### src/rtl/tmrcq_pkg.sv
// Shared types, constants and helpers for the tilemap rectangle collision query.
package tmrcq_pkg;

	// Default store dimensions.
	localparam int DEF_MAX_ROWS = 64;
	localparam int DEF_MAX_COLS = 128;

	// Width of the pixel-edge dividend magnitudes and of the quotients.
	localparam int QW = 17;
	// Width of the tile size (divisor) and of the divider remainder.
	localparam int TSW = 8;
	// Width of the divider step counter.
	localparam int DCW = $clog2(QW + 1);
	// Width used to range-check tile coordinates against the store size.
	localparam int LIMW = 11;

	// Configuration register indexes.
	localparam logic [1:0] REG_MAP_ENABLED = 2'd0;
	localparam logic [1:0] REG_TILE_SIZE   = 2'd1;
	localparam logic [1:0] REG_ROW_COUNT   = 2'd2;
	localparam logic [1:0] REG_COL_COUNT   = 2'd3;

	// Configuration reset values.
	localparam logic           MAP_ENABLED_RST = 1'b0;
	localparam logic [TSW-1:0] TILE_SIZE_RST   = 8'd32;
	localparam logic [6:0]     ROW_COUNT_RST   = 7'd20;
	localparam logic [7:0]     COL_COUNT_RST   = 8'd80;

	// Function codes of an input word.
	localparam logic FUNC_WRITE = 1'b0;
	localparam logic FUNC_QUERY = 1'b1;

	typedef enum logic [2:0] {
		ST_IDLE,
		ST_DIV,
		ST_EVAL,
		ST_WALK,
		ST_DRAIN
	} state_t;

	// Magnitude of a two's complement value; the sign is tracked separately.
	function automatic logic [QW-1:0] mag(input logic [QW-1:0] v);
		mag = v[QW-1] ? (~v + QW'(1)) : v;
	endfunction

endpackage

### src/rtl/tmrcq_div.sv
// Restoring unsigned divider, one quotient bit per step.
module tmrcq_div (
	input  logic                        clk,
	input  logic                        load,
	input  logic                        step,
	input  logic [tmrcq_pkg::QW-1:0]    dvd,
	input  logic [tmrcq_pkg::TSW-1:0]   dvs,
	output logic [tmrcq_pkg::QW-1:0]    quo
);

	logic [tmrcq_pkg::TSW-1:0] rem_q;
	logic [tmrcq_pkg::QW-1:0]  quo_q;
	logic [tmrcq_pkg::TSW:0]   shl;
	logic [tmrcq_pkg::TSW:0]   diff;
	logic                      ge;
	logic [tmrcq_pkg::TSW-1:0] rem_nxt;

	// Shift in the next dividend bit and try one subtract.
	always_comb begin
		shl     = {rem_q, quo_q[tmrcq_pkg::QW-1]};
		ge      = (shl >= {1'b0, dvs});
		diff    = shl - {1'b0, dvs};
		rem_nxt = ge ? diff[tmrcq_pkg::TSW-1:0] : shl[tmrcq_pkg::TSW-1:0];
	end

	always_ff @(posedge clk) begin
		if (load) begin
			rem_q <= '0;
			quo_q <= dvd;
		end else if (step) begin
			rem_q <= rem_nxt;
			quo_q <= {quo_q[tmrcq_pkg::QW-2:0], ge};
		end
	end

	assign quo = quo_q;

endmodule

### config.mk
export PLATFORM = sky130hd
export DESIGN_NAME = tmrcq_div
export DESIGN_NICKNAME = d
export VERILOG_FILES = /design/src/rtl/tmrcq_pkg.sv /design/src/rtl/tmrcq_div.sv
export SDC_FILE = /design/constraint.sdc
export NUM_CORES = 1
export LEC_CHECK = 0
export ABC_AREA = 1
export ABC_CLOCK_PERIOD_IN_PS = 3680
export BUFFER_PORTS_ARGS = -buffer_cell sky130_fd_sc_hd__buf_2
export CAP_MARGIN = 15
export CORE_ASPECT_RATIO = 1.2
export CORE_MARGIN = 3
export CORE_UTILIZATION = 58
export CTS_BUF_LIST = sky130_fd_sc_hd__clkbuf_8
export DETAILED_ROUTE_END_ITERATION = 12
export GPL_ROUTABILITY_DRIVEN = 0
export PLACE_DENSITY = 0.95
export SLEW_MARGIN = 20
export SYNTH_ARGS = -nofsm -noshare
export SYNTH_HDL_FRONTEND = slang
export SYNTH_SLANG_ARGS = --single-unit
### constraint.sdc
create_clock -name clk -period 3.68 [get_ports clk]
set_clock_uncertainty 0.2 [all_clocks]
set_input_delay 0.736 -clock clk [delete_from_list [all_inputs] [get_ports clk]]
set_output_delay 0.736 -clock clk [all_outputs]
set_load 0.02 [all_outputs]
======== Word-level counts from Yosys, hierarchy flattened ========
Cells that the tools add are included.
storage, ports and cells
  input port bits ......................... 28
  bits in registers ....................... 25
operators by class
  order comparisons ....................... 1
  muxes and demuxes ....................... 3
  reduce and logical (&&, ||, !) cells .... 1
  $add $sub $neg .......................... 1
operator list
  cell               number
  $mux 17            2
  $ge 9x8->1         1
  $mux 8             1
  $sub 8x8->8        1
  $reduce_bool 2->1  1

======== Depth between registers and ports, before layout ========
  word-level depth ........................ 3
  gate-level depth with buffers ........... 12

======== Worst setup path after synthesis ========
No wires, ideal clock.
  path kind ............................... input to register
  start point ............................. input dvs[6] (netlist name)
  end point ............................... register quo_q (netlist bit quo[0]) (data pin)
  arrival ................................. 1.674 ns
  cell stages on the path ................. 8
  setup time .............................. 0.270 ns
  path slack .............................. 1.536 ns
  cells stage by stage .................... inv_1 ha_1 nand2_1 nand2_1 nand2_1 nand2_2 a21oi_4 a31oi_1
between the ends
  word-level cells in the longest chain between the ends .. 3
ends and longest elaborated chain
  element                 RTL line         text
  start: declaration      tmrcq_div.sv:7   input logic [tmrcq_pkg::TSW-1:0] dvs,
  $ge 9x8->1              tmrcq_div.sv:21  ge = (shl >= {1'b0, dvs});
  $mux 17                 tmrcq_div.sv:30  end else if (step) begin
  $mux 17                 tmrcq_div.sv:27  if (load) begin
  end signal: assignment  tmrcq_div.sv:29  quo_q <= dvd;
  end signal: assignment  tmrcq_div.sv:32  quo_q <= {quo_q[tmrcq_pkg::QW-2:0], ge};
  end: declaration        tmrcq_div.sv:12  logic [tmrcq_pkg::QW-1:0] quo_q;
Every way passes these cells. The select of a mux whose other input is x is not followed.
A chain may end at the register's enable or synchronous reset.

======== Worst setup path in the final report ========
  start point ............................. input load
  end point ............................... register quo_q (netlist bit quo[15]), enable pin
between the ends
  word-level cells in the longest chain between the ends .. 1
ends and longest elaborated chain
  element                             RTL line        text
  start: declaration                  tmrcq_div.sv:4  input logic load,
  $reduce_bool 2->1 (no source line)  n/a
Every way passes these cells.

==> flow_summary.toml <==
[outcome]
status = "completed"

[route]
antenna_left = 0
drt_first_pass_iters = 4
drt-wirelength-per-cell_um = 12.5
wl_um = 3480
vias = 1432
drt_iter0_markers = 52
drt-vias-per-instance = 5.13
drt_drc_violations_left = 0

[logic_synthesis]
synth_compound_area_share_pct = 2.09
synth_warnings = 0
synth_area_leader_cell = "edfxtp_1"
synth_area_sq_um = 1560
synth.top_cell.area_share_pct = 32.8
synthTopCellsByCount = "nand2_1 (96), inv_1 (20), edfxtp_1 (17), nand3_1 (16)"
synthMuxAreaShare_pct = 0
async_flop_share_pct = 0
yosysMostFrequentCell = "nand2_1"
yosys.cell_types.count = 26
synth_ff_type = "edfxtp_1"
syn_avg_cell_area_sq_um = 7.67
synthXorXnorAreaFrac_pct = 1.69
synth_fa_ha_area_share_pct = 7.71
ys_ff_latch = 25
syn-num-nets = 240
yosysSeqAreaShare_pct = 43.1
synth_area_leaders = "edfxtp_1 (33%), nand2_1 (23%), dfxtp_1 (10%)"
synth_cells = 203
synth_edf_count = 17
synth_top_family_by_area = "simple AND/OR/NAND/NOR gates"
synth-simple-area-share_pct = 38.7

[critical_path]
cp.required_ns = 3.40
rr_endpoint = "rem_q[6]$_SDFFE_PP0P_"
ff2ff_path_depth = 11
worstPathMaxFanout = 19
slowest_delay_ns = 0.45
critical_path.slowest_cell = "nor2_1"
r2r-start = "quo[16]$_DFFE_PP_"
cp-end-kind = "flip-flop"
crit_type = "in2reg"
cp-start-kind = "primary input"
ff2ff_setup_slack_ns = 1.77
arrival_ns = 1.86
crit_buf_inv = 2
path_cells = "buf_2 -> nor2_1 -> inv_1"
cp_top_family = "buffers and inverters"

[clocking]
cts_buffers = 3
clock-sinks = 25
clk_path_buf_depth = 2
cts_max_level = 1
cts_hold_buf = 0
root_buffer = "clkbuf_8"
cts_resized = 0
cts_tree = "yes"
insertion_delay_ns = 0.27
post-cts-setup-buffers = 0
path_clk_slew_ns = 0.08

[sta]
fmax_ghz = 0.468
slew_headroom_pct = 57.8
tightest_slew_ns = 0.632
grt_setup_unrepaired = "no"
finalCritPeriodShare_pct = 58.0
fin_ws_ns = 1.54
maxSlewViolCount = 0
finalSetupTns_ns = 0
whs_ns = 0.284
finalSetupViolations = 0
period_needed_ns = 2.14
hold_viol_final = 0

[global_routing]
antenna_found_initial = 0
track_usage_pct = 23.1
grt_pass1_wl_um = 5770
overflow = 0
grt_max_degree = 20
first_global_vias = 1341

[finish]
nNetsFinal = 286
syn2layout_area_growth_pct = 18.8
post-route-util_pct = 76.3
n_antenna_cell = 0
drive_above_1_share_pct = 24.6

[hold_path]
min-delay-start = "rem_q[5]$_SDFFE_PP0P_"
hold_path_class = "reg2reg"
hold_path_depth = 2
worstHoldEndpoint = "rem_q[5]$_SDFFE_PP0P_"

[placement]
pre_cts_slack_ns = 1.28
dp_hpwl_um = 2690
numPortBuffers = 44

[floorplan]
initial_core_util_pct = 64.2
die_area_sq_um = 3350
ios = 45
die_w_um = 53.3
core_area_sq_um = 2420
rows = 19
die_y_um = 62.8

[flow_run]
drv_cap = 0

[power_and_ir_drop]
peakVddDrop_v = 0.000405
leakagePower_nw = 1.03
finalPower_mw = 0.902
powerDensity_nw_per_um2 = 487
## flip-flops by register name, summed over array words and instances, names as in the netlist
signal  flops
rem_q       8
quo        17
## metrics by stage
step | area (sq um) | cells
after floorplan | 1560 | 203
after global placement | 1800 | 275
after detailed placement | 1800 | 275
after CTS | 1850 | 279
after global routing | 1850 | 279
final | 1850 | 279
## cells in the final DEF, fill, tap and decap left out, drive strengths merged
master	instances
edfxtp	17
xor2	2
nand4	1
fa	1
nor2	8
nor3	1
nand2	100
ha	8
buf	44
clkinv	1
dfxtp	8
a31oi	1
a21oi	3
clkbuf	3
or2	1
nand3	17
clkinvlp	1
inv	23
xnor2	1
nand3b	7
## worst register-to-register path: stages (launching register included)
cell      delay [ns]
edfxtp_1        0.37
inv_1           0.07
ha_1            0.20
fa_1            0.41
inv_1           0.09
nand2_1         0.09
nand3_1         0.09
nand2_1         0.06
nand2_1         0.07
nand2_1         0.05
nand3_1         0.06
nand2_1         0.05
## routing by layer
layer / part of all wire (%) / vias up / track usage, %
li1: - / 733 / -
met3: 6.7 / 10 / 4.53
met4: 2.0 / 0 / 9.90
met2: 51 / 53 / 38.7
met1: 40 / 636 / 27.8
met5: 0 / - / 0
## layout make-up
| cell class | count | area [sq um] |
|---|---|---|
| multi-input combinational | 151 | 782 |
| sequential | 25 | 671 |
| fill | 195 | 574 |
| timing repair buffer | 44 | 220 |
| inverter | 24 | 90.1 |
| clock buffer | 3 | 41.3 |
| tap | 31 | 38.8 |
| clock inverter | 1 | 7.51 |
## worst max-delay path by stage
stage	startpoint	to	slack (ns)	cells past startpoint
3_5_place_dp	load	quo[7]$_DFFE_PP_	1.28	3
6_report	load	quo[15]$_DFFE_PP_	1.54	3
5_1_grt	load	quo[15]$_DFFE_PP_	1.36	3
2_1_floorplan	dvs[6]	quo[0]$_DFFE_PP_	1.54	8
3_3_place_gp	dvs[6]	quo[0]$_DFFE_PP_	1.32	9
4_1_cts	load	quo[15]$_DFFE_PP_	1.54	3
## cell families (layout without fill, tap and decap cells)
logic type / count (synthesis) / after routing
buf+inv: 27 / 72
fa+ha+maj: 9 / 9
compound gates: 4 / 4
flops: 25 / 25
simple gates: 135 / 135
xor+xnor: 3 / 3
## power breakdown
group | internal [mW] | switching, mW | leakage, nW
registers | 0.347 | 0.0306 | 0.243
logic | 0.140 | 0.221 | 0.763
clock network | 0.0768 | 0.0865 | 0.0217
total | 0.564 | 0.339 | 1.03
Note: power is estimated with default switching activity, not from simulation.
